## src/rtl/tpsm_pkg.sv

```systemverilog
// ----------------------------------------------------------------------------
// tpsm_pkg
// Shared widths, constants and types of the triac pulse-skip modulator.
// ----------------------------------------------------------------------------
package tpsm_pkg;

	// mains phase timer range and modulation period limit
	localparam int unsigned PHASE_MAX  = 256;
	localparam int unsigned PERIOD_CAP = 1024;

	// field and state widths
	localparam int unsigned PHASE_W  = 9;
	localparam int unsigned CYCLE_W  = 11;
	localparam int unsigned HALF_W   = 12;
	localparam int unsigned FIRED_W  = 11;
	localparam int unsigned IDX_W    = 2;
	localparam int unsigned S_DATA_W = 16;
	localparam int unsigned M_DATA_W = 8;

	// shift-add multiplier: 12-bit multiplicand, 11-bit multiplier
	localparam int unsigned MUL_A_W   = 12;
	localparam int unsigned MUL_B_W   = 11;
	localparam int unsigned PROD_W    = MUL_A_W + MUL_B_W;
	localparam int unsigned MUL_STEPS = MUL_B_W;
	localparam int unsigned MUL_CNT_W = $clog2(MUL_STEPS + 1);

	localparam logic [PHASE_W-1:0] PHASE_HALF = PHASE_W'(PHASE_MAX / 2);
	localparam logic [CYCLE_W-1:0] CYCLE_MIN  = CYCLE_W'(2);
	localparam logic [CYCLE_W-1:0] CYCLE_LIM  = CYCLE_W'(PERIOD_CAP);
	localparam logic [CYCLE_W-1:0] CYCLE_RST  = CYCLE_W'(2);

	// configuration register indexes
	typedef enum logic [IDX_W-1:0] {
		REG_CYCLE_COUNT   = 2'd0,
		REG_BRIGHTNESS    = 2'd1,
		REG_GATE_INVERTED = 2'd2
	} reg_index_t;

	// multiplier status toward the sequencer
	typedef struct packed {
		logic busy;
		logic done;
	} mul_stat_t;

endpackage

```

## src/rtl/tpsm_mul.sv

```systemverilog
// ----------------------------------------------------------------------------
// tpsm_mul
// Iterative shift-add multiplier, one multiplier bit per cycle.
// ----------------------------------------------------------------------------
module tpsm_mul (
	input  logic                           clk,
	input  logic                           arst_n,
	input  logic                           start,
	input  logic [tpsm_pkg::MUL_A_W-1:0]   op_a,
	input  logic [tpsm_pkg::MUL_B_W-1:0]   op_b,
	output tpsm_pkg::mul_stat_t            stat,
	output logic [tpsm_pkg::PROD_W-1:0]    product
);
	import tpsm_pkg::*;

	logic [PROD_W-1:0]    mcand_q;
	logic [MUL_B_W-1:0]   mplier_q;
	logic [PROD_W-1:0]    acc_q;
	logic [MUL_CNT_W-1:0] cnt_q;
	logic                 busy_q;
	logic                 done_q;

	// control: step counter, busy and done pulse
	always_ff @(posedge clk or negedge arst_n) begin
		if (!arst_n) begin
			cnt_q  <= '0;
			busy_q <= 1'b0;
			done_q <= 1'b0;
		end else begin
			done_q <= !start && busy_q && (cnt_q == MUL_CNT_W'(1));
			if (start) begin
				cnt_q  <= MUL_CNT_W'(MUL_STEPS);
				busy_q <= 1'b1;
			end else if (busy_q) begin
				cnt_q <= cnt_q - 1'b1;
				if (cnt_q == MUL_CNT_W'(1)) begin
					busy_q <= 1'b0;
				end
			end
		end
	end

	// datapath: add shifted multiplicand when the low multiplier bit is set
	always_ff @(posedge clk) begin
		if (start) begin
			mcand_q  <= PROD_W'(op_a);
			mplier_q <= op_b;
			acc_q    <= '0;
		end else if (busy_q) begin
			if (mplier_q[0]) begin
				acc_q <= acc_q + mcand_q;
			end
			mcand_q  <= mcand_q << 1;
			mplier_q <= mplier_q >> 1;
		end
	end

	assign stat.busy = busy_q;
	assign stat.done = done_q;
	assign product   = acc_q;

	a_done_not_busy: assert property (@(posedge clk) disable iff (!arst_n)
		done_q |-> !busy_q)
		else $error("multiplier done while still busy");

	a_start_busy: assert property (@(posedge clk) disable iff (!arst_n)
		start |=> busy_q)
		else $error("multiplier did not go busy after start");

endmodule

```

## src/rtl/triac_pulse_skip_modulator_unit.sv

```systemverilog
// ----------------------------------------------------------------------------
// triac_pulse_skip_modulator_unit
// Pulse-skip modulation of a triac dimmer: counts mains half-cycles from
// phase timer ticks and decides once per full cycle whether the gate fires.
// ----------------------------------------------------------------------------
// Flow: a tick that gives no result is handled in ST_IDLE alone; a decision
// without arithmetic goes from ST_IDLE through ST_EMIT into the output
// register, a full decision first runs two 11-step shift-add passes in
// ST_MUL_A and ST_MUL_B. Throughput: one tick per cycle when no decision is
// due, else input is held off until ST_EMIT is left, which waits for a free
// output register. Reset clears counters, cycle_count to 2, others to 0.
module triac_pulse_skip_modulator_unit (
	input  logic                            clk,
	input  logic                            arst_n,
	// configuration write port
	input  logic                            wr_en,
	input  logic [tpsm_pkg::IDX_W-1:0]      wr_index,
	input  logic [tpsm_pkg::CYCLE_W-1:0]    wr_data,
	// tick stream
	input  logic                            s_axis_tvalid,
	output logic                            s_axis_tready,
	input  logic [tpsm_pkg::S_DATA_W-1:0]   s_axis_tdata,  // [8:0] phase_position
	// decision stream
	output logic                            m_axis_tvalid,
	input  logic                            m_axis_tready,
	output logic [tpsm_pkg::M_DATA_W-1:0]   m_axis_tdata   // [0] gate_level, [1] fire_decision
);
	import tpsm_pkg::*;

	typedef enum logic [1:0] {
		ST_IDLE,
		ST_MUL_A,
		ST_MUL_B,
		ST_EMIT
	} state_t;

	state_t              state_q;
	logic [CYCLE_W-1:0]  cycle_count_q;
	logic [CYCLE_W-1:0]  brightness_q;
	logic                gate_inverted_q;
	logic [HALF_W-1:0]   half_cycle_count_q;
	logic [FIRED_W-1:0]  fired_count_q;
	logic                half_done_q;
	logic [CYCLE_W-1:0]  n_q;
	logic [PROD_W-1:0]   prod_q;
	logic                fire_q;
	logic                m_valid_q;
	logic [M_DATA_W-1:0] m_data_q;

	logic                accept;
	logic [PHASE_W-1:0]  phase;
	logic                phase_high;
	logic [HALF_W-1:0]   half_inc;
	logic [CYCLE_W-1:0]  n_inc;
	logic                n_over;
	logic                need_mul;
	logic                emit_free;
	logic                mul_start;
	logic [MUL_A_W-1:0]  mul_a;
	logic [MUL_B_W-1:0]  mul_b;
	mul_stat_t           mul_stat;
	logic [PROD_W-1:0]   mul_prod;

	// configuration registers
	always_ff @(posedge clk or negedge arst_n) begin
		if (!arst_n) begin
			cycle_count_q   <= CYCLE_RST;
			brightness_q    <= '0;
			gate_inverted_q <= 1'b0;
		end else if (wr_en) begin
			unique case (reg_index_t'(wr_index))
				REG_CYCLE_COUNT: begin
					if (wr_data >= CYCLE_MIN && wr_data <= CYCLE_LIM) begin
						cycle_count_q <= wr_data;
						brightness_q  <= '0;
					end
				end
				REG_BRIGHTNESS: begin
					if (wr_data <= cycle_count_q) begin
						brightness_q <= wr_data;
					end
				end
				REG_GATE_INVERTED: gate_inverted_q <= wr_data[0];
				default: ;
			endcase
		end
	end

	// tick decode
	assign s_axis_tready = (state_q == ST_IDLE);
	assign accept        = s_axis_tvalid && s_axis_tready;
	assign phase         = s_axis_tdata[PHASE_W-1:0];
	assign phase_high    = phase > PHASE_HALF;
	assign half_inc      = half_cycle_count_q + 1'b1;
	assign n_inc         = half_inc[HALF_W-1:1];
	assign n_over        = n_inc > cycle_count_q;
	assign need_mul      = accept && !phase_high && !half_done_q && !half_inc[0]
		&& !n_over && (n_inc != '0);
	assign emit_free     = !m_valid_q || m_axis_tready;

	// shared multiplier operands: cycle_count*fired_count, then (brightness+1)*n
	always_comb begin
		mul_start = need_mul || (state_q == ST_MUL_A && mul_stat.done);
		if (state_q == ST_MUL_A) begin
			mul_a = MUL_A_W'(brightness_q) + 1'b1;
			mul_b = n_q;
		end else begin
			mul_a = MUL_A_W'(cycle_count_q);
			mul_b = fired_count_q;
		end
	end

	tpsm_mul u_mul (
		.clk     (clk),
		.arst_n  (arst_n),
		.start   (mul_start),
		.op_a    (mul_a),
		.op_b    (mul_b),
		.stat    (mul_stat),
		.product (mul_prod)
	);

	// sequencer, counters and output register
	always_ff @(posedge clk or negedge arst_n) begin
		if (!arst_n) begin
			state_q            <= ST_IDLE;
			half_cycle_count_q <= '0;
			fired_count_q      <= '0;
			half_done_q        <= 1'b0;
			n_q                <= '0;
			prod_q             <= '0;
			fire_q             <= 1'b0;
			m_valid_q          <= 1'b0;
			m_data_q           <= '0;
		end else begin
			// output item loads on emit, clears once taken
			if (state_q == ST_EMIT && emit_free) begin
				m_valid_q <= 1'b1;
			end else if (m_axis_tready) begin
				m_valid_q <= 1'b0;
			end
			unique case (state_q)
				ST_IDLE: begin
					if (accept) begin
						if (phase_high) begin
							half_done_q <= 1'b0;
						end else if (!half_done_q) begin
							half_done_q <= 1'b1;
							if (half_inc[0]) begin
								half_cycle_count_q <= half_inc;
							end else if (n_over) begin
								// period over: both counters restart
								half_cycle_count_q <= '0;
								fired_count_q      <= '0;
								fire_q             <= (brightness_q != '0);
								state_q            <= ST_EMIT;
							end else if (n_inc == '0) begin
								half_cycle_count_q <= half_inc;
								fire_q             <= (brightness_q != '0);
								state_q            <= ST_EMIT;
							end else begin
								half_cycle_count_q <= half_inc;
								n_q                <= n_inc;
								state_q            <= ST_MUL_A;
							end
						end
					end
				end
				ST_MUL_A: begin
					if (mul_stat.done) begin
						prod_q  <= mul_prod;
						state_q <= ST_MUL_B;
					end
				end
				ST_MUL_B: begin
					// t = prod/n; fire when 1 <= t <= brightness
					if (mul_stat.done) begin
						fire_q  <= (prod_q >= PROD_W'(n_q)) && (prod_q < mul_prod);
						state_q <= ST_EMIT;
					end
				end
				ST_EMIT: begin
					if (emit_free) begin
						m_data_q  <= {{(M_DATA_W - 2){1'b0}}, fire_q,
							fire_q ^ gate_inverted_q};
						if (fire_q) begin
							fired_count_q <= fired_count_q + 1'b1;
						end
						state_q <= ST_IDLE;
					end
				end
				default: state_q <= ST_IDLE;
			endcase
		end
	end

	assign m_axis_tvalid = m_valid_q;
	assign m_axis_tdata  = m_data_q;

	a_mul_in_seq: assert property (@(posedge clk) disable iff (!arst_n)
		mul_stat.done |-> (state_q == ST_MUL_A || state_q == ST_MUL_B))
		else $error("multiplier finished outside a multiply state");

	a_mul_quiet: assert property (@(posedge clk) disable iff (!arst_n)
		(state_q == ST_IDLE || state_q == ST_EMIT) |-> !mul_stat.busy)
		else $error("multiplier busy outside a multiply state");

	a_emit_loads: assert property (@(posedge clk) disable iff (!arst_n)
		(state_q == ST_EMIT && emit_free) |=> (m_valid_q && state_q == ST_IDLE))
		else $error("decision not loaded into output register");

	a_even_decision: assert property (@(posedge clk) disable iff (!arst_n)
		(state_q == ST_EMIT) |-> (!half_cycle_count_q[0] && half_done_q))
		else $error("decision made on an odd half-cycle");

	a_rearm: assert property (@(posedge clk) disable iff (!arst_n)
		(accept && phase_high) |=> !half_done_q)
		else $error("detector not re-armed by a high phase tick");

endmodule
```

## config.mk

```make
export PLATFORM = sky130hd
export DESIGN_NAME = triac_pulse_skip_modulator_unit
export DESIGN_NICKNAME = d
export VERILOG_FILES = /design/src/rtl/tpsm_pkg.sv /design/src/rtl/tpsm_mul.sv /design/src/rtl/triac_pulse_skip_modulator_unit.sv
export SDC_FILE = /design/constraint.sdc
export NUM_CORES = 1
export LEC_CHECK = 0
export BUFFER_PORTS_ARGS = -buffer_cell sky130_fd_sc_hd__buf_4
export CAP_MARGIN = 10
export CORE_ASPECT_RATIO = 0.6
export CORE_UTILIZATION = 30
export CTS_CLUSTER_DIAMETER = 120
export DETAILED_ROUTE_END_ITERATION = 16
export PLACE_DENSITY = 0.5
export SKIP_LAST_GASP = 1
export SLEW_MARGIN = 25
export SYNTH_ARGS = -nofsm -noshare
export SYNTH_HDL_FRONTEND = slang
export SYNTH_SLANG_ARGS = --single-unit
```

## constraint.sdc

```tcl
create_clock -name clk -period 3.85 [get_ports clk]
set_input_delay 0.1925 -clock clk [delete_from_list [all_inputs] [get_ports clk]]
set_output_delay 0.1925 -clock clk [all_outputs]
set_load 0.01 [all_outputs]
```

==> impl_metrics.toml <==
[outcome]
status = "finished, final reports clean"

[route]
wl_mm = 23.5
postRouteAntennaNets = 0
remaining_drc_errors = 0
wl_per_cell_um = 15.8
routed_via_density = 4.88
drtIter0Drc = 484
vias = 7256
firstDrtPassIters = 5

[sta]
skew_ps = 11.3
worst_pin_slew_ps = 889
finalHoldViolations = 0
rsz0062_at_grt = "false"
min_period_ps = 3550
whs_ps = 24.9
drv_slew = 0
fmax_ghz = 0.282
fin_setup_tns_ps = 0
setup_viol = 0
slew_headroom = 0.408
period_share = 0.921

[die]
fp.coreArea_um2 = 30000
dieArea_um2 = 31300
ioPinCount = 44
dieHeight_um = 137
rows = 49
die_w_um = 228
initial_utilization = 0.305

[worst_hold_path]
hp-start = "wr_data[6]"
hold_class = "input port to flop"
whs_path_depth = 2
hold_end = "cycle_count_q[6]"

[pwr]
power_frac_seq = 0.319
peakVddDrop_mv = 0.388
sw_frac_of_total = 0.418
p_int_w = 0.00514
power_frac_clock = 0.196
p_comb_frac = 0.485
power_density_nw_per_um2 = 835
p_leak_nw = 4.85
switching_power_w = 0.00369

[yosys]
yosys_warnings = 0
async_flop_share = 0.620
synth_most_common_cell = "nand2_1"
synth_ff_type = "dfrtp_1"
syn_avg_cell_area_um2 = 8.95
synth_area_um2 = 9180
yosys_register_bits = 150
ys_seq_area_frac = 0.403
synth-edff-count = 23
yosysUniqueCellTypes = 61
yosysTopAreaCellShare = 0.251
syn_inst = 1025
ys_top_cells_by_area = "dfrtp_1, ha_1, edfxtp_1"
yosys.area.top_type = "dfrtp_1"
synth_common_cells = "nand2_1, o21ai_0, dfrtp_1"

[critical_path]
slowest_delay_ps = 440
crit_slowest_cell = "dfrtp_1"
critPathRequiredTime_ps = 4030
cp-end-kind = "flop"
start_kind = "flop"
r2r_slack_ps = 300
path_cells = "nand3_2, nor4_1, xor2_1, ha_1, a21oi_1, nor2_1, a211oi_1, nor4bb_1, buf_4, or2_2, a31oi_4, buf_4, nand2_1, o21ai_0"
r2r_end = "u_mul.mplier_q[4]"
rr_worst_depth = 14
worstPathMaxFanout = 25
cp.arrival_ps = 3730
crit_type = "flop to flop"
r2r-start = "half_cycle_count_q[2]"
cpMostUsedCell = "buf_4"

[placement]
place_congestion = 0.822
place_inst = 1451
dpl-instance-area_um2 = 9940
dp_hpwl_mm = 17.8
port_buffers = 30

[clocking]
cts_buffer_depth = 2
clk_latency_ps = 440
clk_pin_slew_ps = 60
cts.sinks = 150
cts-buffers-inserted = 17
cts-root-buf = "clkbuf_16"
htree_levels = 4
cts_tree = "built"

[grt]
grt_pass1_wl_mm = 38.0
grt.overflow.total = 0
grt_max_degree = 74
track_usage = 0.158
grt_pass1_vias = 6779
antenna_found_initial = 0

[final_layout]
fin_nets = 1188
drive_above_1_share = 0.101
nFillCells = 3132
area_delta_synth_final_pct = 15.3
stdcell_count = 1487
postLayoutCellArea_um2 = 10600
n_antenna_cell = 0

[run]
maxCapViolations = 0
==> cell usage in the layout (no fill, tap or decap), drive strengths merged, types with 3 or more instances in the layout <==
master,synthesis,layout
a21oi,45,45
o31ai,14,14
a21o,19,19
nand2,143,143
xnor2,24,24
nor2b,9,9
dfxtp,34,34
conb,1,6
edfxtp,23,23
a211oi,13,13
nor2,73,73
buf,16,57
a31oi,4,4
and2,6,6
nor4,15,15
bufinv,0,3
or2,4,4
dfrtp,92,92
clkbuf,26,20
nand3,26,26
o21a,6,6
mux2i,39,39
o211ai,5,5
inv,72,73
a22o,8,8
mux2,12,12
nor3b,4,4
or3,6,6
clkinv,0,6
nand4,9,9
o21bai,3,3
o21ai,119,119
xor2,11,11
nor3,16,16
and3,8,8
ha,87,87
nand2b,11,11
==> how the worst max path moves through the flow <==
stage                          startpoint           endpoint  cells after the start
CTS                 half_cycle_count_q[2]  u_mul.mplier_q[4]                     14
floorplan           half_cycle_count_q[0]   u_mul.mcand_q[0]                     14
global placement    half_cycle_count_q[2]  u_mul.product[21]                     14
detailed placement  half_cycle_count_q[2]  u_mul.mplier_q[4]                     14
finish              half_cycle_count_q[2]  u_mul.mplier_q[4]                     14
global route        half_cycle_count_q[0]  u_mul.mcand_q[11]                     15
==> final cells by class <==
type | instances | area, um^2 | share of cell area
Multi-Input combinational cell | 766 | 5030 | 0.475
Sequential cell | 150 | 3700 | 0.350
Tap cell | 408 | 510 | 0.0482
Timing Repair Buffer | 59 | 477 | 0.0450
Clock buffer | 20 | 447 | 0.0422
Inverter | 72 | 270 | 0.0255
Clock inverter | 12 | 151 | 0.0143
==> cell families after synthesis <==
logic type / synth area share
compound gates: 0.163
xor+xnor: 0.0334
fa+ha+maj: 0.121
buf+inv: 0.0534
flops: 0.403
mux: 0.0573
other cells: 0.000409
simple gates: 0.168
==> metal layers <==
layer | routed length (um) | vias to the layer above | GRT usage
li1 | - | 3689 | -
met5 | 0 | - | 0
met2 | 8450 | 112 | 0.196
met3 | 1010 | 15 | 0.0329
met1 | 13900 | 3440 | 0.260
met4 | 184 | 0 | 0.0383
==> stage by stage <==
| step | utilization | power (W) | worst slack, ps |
|---|---|---|---|
| after detailed placement | 0.331 | 0.00709 | 195 |
| final | 0.352 | 0.00883 | 305 |
| after global routing | 0.352 | 0.00961 | 22.3 |
| after CTS | 0.351 | 0.00888 | 195 |
| after global placement | 0.331 | 0.00700 | 304 |
| after floorplan | - | 0.00583 | 115 |
==> worst max-delay path: cells and delay by family (launching register included) <==
| kind | cells | cell delay [ps] |
|---|---|---|
| AOI/OAI and AO/OA | 4 | 560 |
| xor gates and xnor gates | 1 | 400 |
| adders and majority gates | 1 | 330 |
| buffers and inverters | 2 | 440 |
| DFF | 1 | 440 |
| and+or+nand+nor | 6 | 1110 |
==> power groups by stage <==
stage | Clock [W] | Sequential (W) | Combinational, W
after CTS | 0.00179 | 0.00281 | 0.00429
after detailed placement | 0 | 0.00283 | 0.00426
after global placement | 0 | 0.00283 | 0.00418
final | 0.00173 | 0.00281 | 0.00429
after global routing | 0.00185 | 0.00289 | 0.00487
after floorplan | 0 | 0.00265 | 0.00318
==> state kept, by name, summed over array words and instances (netlist names), 2 cells and up, named ones only <==
register,cells
brightness_q,11
cycle_count_q,11
fired_count_q,11
half_cycle_count_q,11
m_axis_tdata,2
n_q,11
prod_q,23
state_q,2
u_mul.cnt_q,4
u_mul.mcand_q,23
u_mul.mplier_q,11
u_mul.product,23
==> repair_timing <==
| item | CTS | global route |
|---|---|---|
| hold buffers | 2 | 0 |
| gates resized for setup | 0 | 1 |
| endpoints found under the hold margin | 72 | 0 |
| buffers inserted | 0 | 2 |
| endpoints found under the setup margin | 0 | 86 |
(Power assumes the default switching activity.)
